## src/rtl/dtt_pkg.sv

```systemverilog
// Shared constants, command and status types of the distribution tail tracker.
package dtt_pkg;

  localparam int STORE_DEPTH = 1024;
  localparam int ADDR_W      = $clog2(STORE_DEPTH);
  localparam int SIZE_W      = $clog2(STORE_DEPTH + 1);
  localparam int ACC_W       = 32 + ADDR_W;
  localparam int TFP_W       = 63 + 16;
  localparam int PADDR_W     = 5;

  localparam logic [31:0] Q_ONE = 32'h0001_0000;

  localparam logic [2:0] REG_MODE        = 3'd0;
  localparam logic [2:0] REG_STORE_COUNT = 3'd1;
  localparam logic [2:0] REG_LOW_INDEX   = 3'd2;
  localparam logic [2:0] REG_HIGH_INDEX  = 3'd3;
  localparam logic [2:0] REG_TAIL_FRAC   = 3'd4;

  localparam logic [1:0]  MODE_RST        = 2'd0;
  localparam logic [10:0] STORE_COUNT_RST = 11'd1024;
  localparam logic [9:0]  LOW_INDEX_RST   = 10'd0;
  localparam logic [9:0]  HIGH_INDEX_RST  = 10'd1023;
  localparam logic [15:0] TAIL_FRAC_RST   = 16'd1638;

  localparam logic [1:0] MODE_TAIL = 2'd0;

  localparam logic [2:0] MUL_NONE = 3'd0;
  localparam logic [2:0] MUL_SW   = 3'd1;
  localparam logic [2:0] MUL_SQ   = 3'd2;
  localparam logic [2:0] MUL_HI   = 3'd3;
  localparam logic [2:0] MUL_LO   = 3'd4;
  localparam logic [2:0] MUL_TL   = 3'd5;
  localparam logic [2:0] MUL_TH   = 3'd6;

  localparam logic [2:0] PTR_HOLD   = 3'd0;
  localparam logic [2:0] PTR_COUNT  = 3'd1;
  localparam logic [2:0] PTR_HALF   = 3'd2;
  localparam logic [2:0] PTR_HALFM1 = 3'd3;
  localparam logic [2:0] PTR_INC    = 3'd4;
  localparam logic [2:0] PTR_DEC    = 3'd5;
  localparam logic [2:0] PTR_ZERO   = 3'd6;
  localparam logic [2:0] PTR_LAST   = 3'd7;

  localparam logic [3:0] RD_PTR    = 4'd0;
  localparam logic [3:0] RD_PM1    = 4'd1;
  localparam logic [3:0] RD_PM2    = 4'd2;
  localparam logic [3:0] RD_PP1    = 4'd3;
  localparam logic [3:0] RD_PP2    = 4'd4;
  localparam logic [3:0] RD_HALF   = 4'd5;
  localparam logic [3:0] RD_HALFM1 = 4'd6;
  localparam logic [3:0] RD_ZERO   = 4'd7;
  localparam logic [3:0] RD_ONE    = 4'd8;
  localparam logic [3:0] RD_LAST   = 4'd9;
  localparam logic [3:0] RD_LASTM1 = 4'd10;
  localparam logic [3:0] RD_LI     = 4'd11;
  localparam logic [3:0] RD_HIX    = 4'd12;

  typedef struct packed {
    logic       load;
    logic       clear;
    logic [2:0] mul_op;
    logic       acc_sum;
    logic       acc_sq;
    logic       save_mlo;
    logic       save_sqp;
    logic       tfp_load;
    logic       tfp_add;
    logic [3:0] rd_sel;
    logic [2:0] ptr_op;
    logic       count_inc;
    logic       reject;
    logic       wr_shift;
    logic       wr_place;
    logic       wacc_load;
    logic       wacc_add;
    logic       set_li;
    logic       set_hix;
    logic       set_fixed;
    logic       bnd_start;
    logic       lo_load;
    logic       hi_load;
  } dtt_cmd_t;

  typedef struct packed {
    logic func_clear;
    logic mode_full;
    logic mode_walk;
    logic count_lt_n;
    logic ptr_zero;
    logic ptr_one;
    logic ptr_last;
    logic ptr_penult;
    logic gt_x;
    logic lt_x;
    logic below;
  } dtt_status_t;

endpackage

```

## src/rtl/dtt_ctrl.sv

```systemverilog
// Sequencer of the tracker: steps the datapath through one word's work.
module dtt_ctrl import dtt_pkg::*; (
  input  logic        clk,
  input  logic        rst,
  input  logic        start,
  input  dtt_status_t st,
  output dtt_cmd_t    cmd,
  output logic        busy,
  output logic        done
);

  localparam logic [4:0] S_IDLE    = 5'd0;
  localparam logic [4:0] S_CLR     = 5'd1;
  localparam logic [4:0] S_M1      = 5'd2;
  localparam logic [4:0] S_M2      = 5'd3;
  localparam logic [4:0] S_M3      = 5'd4;
  localparam logic [4:0] S_M4      = 5'd5;
  localparam logic [4:0] S_M5      = 5'd6;
  localparam logic [4:0] S_DEC     = 5'd7;
  localparam logic [4:0] S_THI_CMP = 5'd8;
  localparam logic [4:0] S_TLO_CMP = 5'd9;
  localparam logic [4:0] S_DN_ISS  = 5'd10;
  localparam logic [4:0] S_DN_CMP  = 5'd11;
  localparam logic [4:0] S_UP_ISS  = 5'd12;
  localparam logic [4:0] S_UP_CMP  = 5'd13;
  localparam logic [4:0] S_PLACE   = 5'd14;
  localparam logic [4:0] S_BND     = 5'd15;
  localparam logic [4:0] S_WP1     = 5'd16;
  localparam logic [4:0] S_WP2     = 5'd17;
  localparam logic [4:0] S_WP3     = 5'd18;
  localparam logic [4:0] S_WL1     = 5'd19;
  localparam logic [4:0] S_WLS     = 5'd20;
  localparam logic [4:0] S_WH0     = 5'd21;
  localparam logic [4:0] S_WH1     = 5'd22;
  localparam logic [4:0] S_WHS     = 5'd23;
  localparam logic [4:0] S_RLO     = 5'd24;
  localparam logic [4:0] S_RHI     = 5'd25;
  localparam logic [4:0] S_RDN     = 5'd26;
  localparam logic [4:0] S_OUT     = 5'd27;

  logic [4:0] state, state_next;

  always_ff @(posedge clk) begin
    if (rst) begin
      state <= S_IDLE;
    end else begin
      state <= state_next;
    end
  end

  always_comb begin
    cmd        = '0;
    state_next = state;
    case (state)
      S_IDLE: begin
        if (start) begin
          cmd.load   = 1'b1;
          state_next = st.func_clear ? S_CLR : S_M1;
        end
      end
      S_CLR: begin
        cmd.clear  = 1'b1;
        state_next = S_BND;
      end
      S_M1: begin
        cmd.mul_op = MUL_SW;
        state_next = S_M2;
      end
      S_M2: begin
        cmd.acc_sum = 1'b1;
        cmd.mul_op  = MUL_SQ;
        state_next  = S_M3;
      end
      S_M3: begin
        cmd.save_mlo = 1'b1;
        cmd.mul_op   = MUL_HI;
        state_next   = S_M4;
      end
      S_M4: begin
        cmd.save_sqp = 1'b1;
        cmd.mul_op   = MUL_LO;
        state_next   = S_M5;
      end
      S_M5: begin
        cmd.acc_sq = 1'b1;
        state_next = S_DEC;
      end
      S_DEC: begin
        if (st.mode_full && !st.count_lt_n) begin
          cmd.reject = 1'b1;
          state_next = S_BND;
        end else if (st.count_lt_n) begin
          cmd.ptr_op    = PTR_COUNT;
          cmd.count_inc = 1'b1;
          state_next    = S_DN_ISS;
        end else begin
          cmd.count_inc = 1'b1;
          cmd.rd_sel    = RD_HALF;
          state_next    = S_THI_CMP;
        end
      end
      S_THI_CMP: begin
        if (st.lt_x) begin
          cmd.ptr_op = PTR_HALF;
          state_next = S_UP_ISS;
        end else begin
          cmd.rd_sel = RD_HALFM1;
          state_next = S_TLO_CMP;
        end
      end
      S_TLO_CMP: begin
        if (st.gt_x) begin
          cmd.ptr_op = PTR_HALFM1;
          state_next = S_DN_ISS;
        end else begin
          state_next = S_BND;
        end
      end
      S_DN_ISS: begin
        if (st.ptr_zero) begin
          state_next = S_PLACE;
        end else begin
          cmd.rd_sel = RD_PM1;
          state_next = S_DN_CMP;
        end
      end
      S_DN_CMP: begin
        // shift the larger entry up one place and move the hole down
        if (st.gt_x) begin
          cmd.wr_shift = 1'b1;
          cmd.ptr_op   = PTR_DEC;
          cmd.rd_sel   = RD_PM2;
          if (st.ptr_one) begin
            state_next = S_PLACE;
          end
        end else begin
          state_next = S_PLACE;
        end
      end
      S_UP_ISS: begin
        if (st.ptr_last) begin
          state_next = S_PLACE;
        end else begin
          cmd.rd_sel = RD_PP1;
          state_next = S_UP_CMP;
        end
      end
      S_UP_CMP: begin
        if (st.lt_x) begin
          cmd.wr_shift = 1'b1;
          cmd.ptr_op   = PTR_INC;
          cmd.rd_sel   = RD_PP2;
          if (st.ptr_penult) begin
            state_next = S_PLACE;
          end
        end else begin
          state_next = S_PLACE;
        end
      end
      S_PLACE: begin
        cmd.wr_place = 1'b1;
        state_next   = S_BND;
      end
      S_BND: begin
        cmd.bnd_start = 1'b1;
        if (st.count_lt_n) begin
          state_next = S_OUT;
        end else if (st.mode_walk) begin
          state_next = S_WP1;
        end else begin
          cmd.set_fixed = 1'b1;
          state_next    = S_RLO;
        end
      end
      S_WP1: begin
        cmd.mul_op = MUL_TL;
        state_next = S_WP2;
      end
      S_WP2: begin
        cmd.tfp_load = 1'b1;
        cmd.mul_op   = MUL_TH;
        state_next   = S_WP3;
      end
      S_WP3: begin
        cmd.tfp_add = 1'b1;
        cmd.rd_sel  = RD_ZERO;
        state_next  = S_WL1;
      end
      S_WL1: begin
        cmd.wacc_load = 1'b1;
        cmd.ptr_op    = PTR_ZERO;
        cmd.rd_sel    = RD_ONE;
        state_next    = S_WLS;
      end
      S_WLS: begin
        if (!st.ptr_last && st.below) begin
          cmd.wacc_add = 1'b1;
          cmd.ptr_op   = PTR_INC;
          cmd.rd_sel   = RD_PP2;
        end else begin
          cmd.set_li = 1'b1;
          state_next = S_WH0;
        end
      end
      S_WH0: begin
        cmd.rd_sel = RD_LAST;
        state_next = S_WH1;
      end
      S_WH1: begin
        cmd.wacc_load = 1'b1;
        cmd.ptr_op    = PTR_LAST;
        cmd.rd_sel    = RD_LASTM1;
        state_next    = S_WHS;
      end
      S_WHS: begin
        if (!st.ptr_zero && st.below) begin
          cmd.wacc_add = 1'b1;
          cmd.ptr_op   = PTR_DEC;
          cmd.rd_sel   = RD_PM2;
        end else begin
          cmd.set_hix = 1'b1;
          state_next  = S_RLO;
        end
      end
      S_RLO: begin
        cmd.rd_sel = RD_LI;
        state_next = S_RHI;
      end
      S_RHI: begin
        cmd.lo_load = 1'b1;
        cmd.rd_sel  = RD_HIX;
        state_next  = S_RDN;
      end
      S_RDN: begin
        cmd.hi_load = 1'b1;
        state_next  = S_OUT;
      end
      S_OUT: begin
        state_next = S_IDLE;
      end
      default: begin
        state_next = S_IDLE;
      end
    endcase
  end

  assign busy = (state != S_IDLE);
  assign done = (state == S_OUT);

`ifndef SYNTH
  a_done_then_idle: assert property (@(posedge clk) disable iff (rst) done |=> !busy)
    else $error("tracker still busy after delivering a word");
  a_start_busy: assert property (@(posedge clk) disable iff (rst) (start && !busy) |=> busy)
    else $error("accepted word did not start the sequencer");
  a_dn_hole: assert property (@(posedge clk) disable iff (rst)
      (state == S_DN_CMP) |-> !st.ptr_zero)
    else $error("downward shift ran past the bottom of the store");
`endif

endmodule

```

## config.mk

```make
export PLATFORM = sky130hd
export DESIGN_NAME = dtt_ctrl
export DESIGN_NICKNAME = d
export VERILOG_FILES = /design/src/rtl/dtt_pkg.sv /design/src/rtl/dtt_ctrl.sv
export SDC_FILE = /design/constraint.sdc
export NUM_CORES = 1
export LEC_CHECK = 0
export ABC_AREA = 1
export BUFFER_PORTS_ARGS = -buffer_cell sky130_fd_sc_hd__buf_2
export CORE_ASPECT_RATIO = 1.2
export CORE_MARGIN = 2
export CORE_UTILIZATION = 45
export DETAILED_ROUTE_END_ITERATION = 6
export GPL_ROUTABILITY_DRIVEN = 0
export GPL_TIMING_DRIVEN = 0
export PLACE_DENSITY = 0.86
export SYNTH_ARGS = -nofsm -noshare
export SYNTH_HDL_FRONTEND = slang
export SYNTH_SLANG_ARGS = --single-unit
```

## constraint.sdc

```tcl
create_clock -name clk -period 1.9 [get_ports clk]
set_input_delay 0.095 -clock clk [delete_from_list [all_inputs] [get_ports clk]]
set_output_delay 0.095 -clock clk [all_outputs]
set_load 0.01 [all_outputs]
```

==> results.yml <==
worst_setup_path:
  crit_type: "reg -> out"
  reg2reg_slack_ns: 0.24
  setup.worst_path.end: "cmd[14]"
  crit_start: "state[4]$_SDFFE_PP0P_"
  cp_max_fo: 10
  reg2reg_depth: 10
  r2r_end: "state[0]$_SDFFE_PP0P_"
  timing.rr.start: "state[1]$_SDFFE_PP0P_"
  worstPathArrival_ns: 1.72
  required_ns: 1.80
  critPathLaunchType: "flip-flop"
  endpoint_kind: "output port"
global_routing:
  grt_pass1_wl_um: 4899
  grt_start_max_net_pins: 11
  grt_pass1_vias: 1188
  grt_use_met1_pct: 33.20
  grt_overflow: 0
  grtUsageMet3_pct: 3.356
  antenna_found_initial: 0
  use_met2_pct: 49.06
  grt.busiest_layer: "met2"
  grt_use_total_pct: 26.72
clocking:
  cts_sinks: 5
  cts_tree: "built"
  clk_latency_ns: 0.23
  path_clk_slew_ns: 0.04
  cts_setup_buffers: 0
  cts_buffer_depth: 2
  cts-buffers-inserted: 3
  cts-root-buf: "clkbuf_4"
  cts_max_level: 1
timing:
  slew_headroom_pct: 77.41
  drv_slew: 0
  tightest_slew_ns: 0.3384
  layout_worst_path_cycle_share_pct: 95.63
  setup_ws_ns: 0.08294
  setup_viol: 0
  max_freq_mhz: 550.3
  finalHoldViolations: 0
  fin_skew_ns: 0.002175
  min_period_ns: 1.817
routing:
  avgRoutedWirePerCell_um: 12.38
  drtPass1Iterations: 5
  drt_wl_total_um: 3256
  drtAntennaViolNets: 0
  vias: 1474
  initialDrtViolationCount: 96
  route.detailed.drc: 0
  viasPerCell: 5.605
synthesis:
  syn_area_um2: 938.4
  synth_cells: 194
  synthAdderAreaFrac_pct: 0
  syn-num-nets: 208
  synthXorXnorAreaFrac_pct: 0
  synth_top_family_by_area: "simple AND/OR/NAND/NOR gates"
  synth-compound-area-share_pct: 12.67
  synthMuxAreaShare_pct: 0
  yosysSeqAreaShare_pct: 10.67
  synth_area_leaders: "nand2_1 (17%), inv_1 (15%), nor2_1 (15%), nand3_1 (14%), dfxtp_1 (11%)"
  netlist-cell-type-count: 23
  yosys_warnings: 0
  synth_area_leader_cell: "nand2_1"
  synth_top_area_share_pct: 17.20
  ys_ff_latch: 5
  syn_area_per_cell_um2: 4.837
  yosys.area_share.simple_pct: 59.60
final_layout:
  drive_above_1_share_pct: 28.40
  largest_register_ff_count: 5
  syn2layout_area_growth_pct: 33.87
  fin_nets: 258
  largest_register: "state"
  reg.largest.list: "state (5)"
  antennaDiodeCount: 0
  final_area_um2: 1256
floorplan:
  initial_core_util_pct: 46.82
  die_x_um: 45.69
  io_pins: 46
  die_y_um: 54.03
  num_rows: 18
  core_area_um2: 2004
  die_area_um2: 2468
status:
  outcome: "completed"
hold_path:
  hold_class: "in -> reg"
power:
  p_leak_nw: 0.8665
  ir_worst_vdd_uv: 785.5
  power_density_nw_per_um2: 1004
  p_total_w: 0.001262
place:
  numPortBuffers: 45
  dp_slack_ns: 0.1725
  placed_area_um2: 1189
  place_hpwl_um: 2677
run:
  cap_violations: 0
placed cells by master (no fill, tap or decap):
cell type,n
clkbuf_4,4
dfxtp_2,2
nand2_2,4
nor2_1,33
nor3_1,4
dfxtp_4,1
o21ai_1,1
o211ai_1,1
o21ai_0,5
o21ai_2,1
a211oi_1,1
inv_1,38
o2111ai_1,1
nand3_1,26
buf_2,46
nor3_2,2
o311ai_0,1
a31oi_1,2
or3_1,1
nand2_1,42
clkbuf_1,1
inv_2,2
a21oi_1,7
dfxtp_1,2
nand3b_1,1
nor2_2,4
nand3_2,1
nor2_4,2
nand4_1,7
metrics by stage:
step / hold WS (ns) / cells / utilization [%] / TNS [ns]
3_3_place_gp: 0.3181 / 259 / 59.30 / 0
4_1_cts: 0.07537 / 263 / 60.99 / 0
6_report: 0.07906 / 263 / 62.67 / 0
3_5_place_dp: 0.3207 / 259 / 59.30 / 0
5_1_grt: 0.07055 / 263 / 62.67 / -0.01811
2_1_floorplan: 0.1641 / 194 / - / 0
where the power goes:
group	internal [W]	total, W	leakage (nW)	switching, W
logic	0.000311	0.000932	0.809	0.000621
clock network	0.0000789	0.000115	0.0150	0.0000359
registers	0.000151	0.000215	0.0424	0.0000647
cells in the mapped netlist:
| library cell | instances |
|---|---|
| a211oi_1 | 1 |
| o211ai_1 | 1 |
| o311ai_0 | 1 |
| or3_1 | 1 |
| o21ai_1 | 1 |
| inv_1 | 38 |
| dfxtp_1 | 5 |
| o21ai_0 | 5 |
| a31oi_1 | 2 |
| nand4_1 | 7 |
| nand2_1 | 43 |
| nand2_2 | 3 |
| buf_2 | 2 |
| nor3_2 | 1 |
| nor2_1 | 37 |
| a21oi_1 | 7 |
| nand3b_1 | 1 |
| nor2_2 | 2 |
| o2111ai_1 | 1 |
| nand3_1 | 27 |
| o21ai_2 | 1 |
| inv_2 | 2 |
| nor3_1 | 5 |
layer usage:
metal	wire length, um	share of wire, %
met3	370	11
met1	1241	38
met5	0	0
met2	1568	48
met4	76	2.3
critical path, cell delays in order, from the launching register on:
cell,delay (ns)
dfxtp_1,0.30
clkbuf_4,0.19
inv_2,0.11
nand3_1,0.15
nor3_1,0.06
inv_1,0.14
nand2_1,0.09
or3_1,0.30
buf_2,0.14
worst min path at each step:
stage | from | end | cells after the start
4_1_cts | rst | state[3]$_SDFFE_PP0P_ | 2
6_report | rst | state[3]$_SDFFE_PP0P_ | 2
5_1_grt | rst | state[3]$_SDFFE_PP0P_ | 2
2_1_floorplan | rst | state[0]$_SDFFE_PP0P_ | 1
3_5_place_dp | rst | state[3]$_SDFFE_PP0P_ | 2
3_3_place_gp | rst | state[3]$_SDFFE_PP0P_ | 2
cells by family (layout without fill, tap and decap cells):
family,after synthesis,count (layout)
AND/OR/NAND/NOR,127,127
buffers and inverters,42,91
AO/OA/AOI/OAI,20,20
flip-flops,5,5
timing repair:
item / 4_1_cts / 5_1_grt
hold buffers: 0 / 0
setup endpoints to repair: 2 / 7
resized for setup: 3 / 11
final cells by class:
| type | count | area, um2 |
|---|---|---|
| Fill cell | 218 | 748.2 |
| Multi-Input combinational cell | 147 | 710.7 |
| Timing Repair Buffer | 45 | 225.2 |
| Inverter | 40 | 150.1 |
| Sequential cell | 5 | 106.4 |
| Clock buffer | 4 | 26.28 |
| Tap cell | 20 | 25.02 |
| Buffer | 2 | 12.51 |
Power figures use the tool's default switching activity.
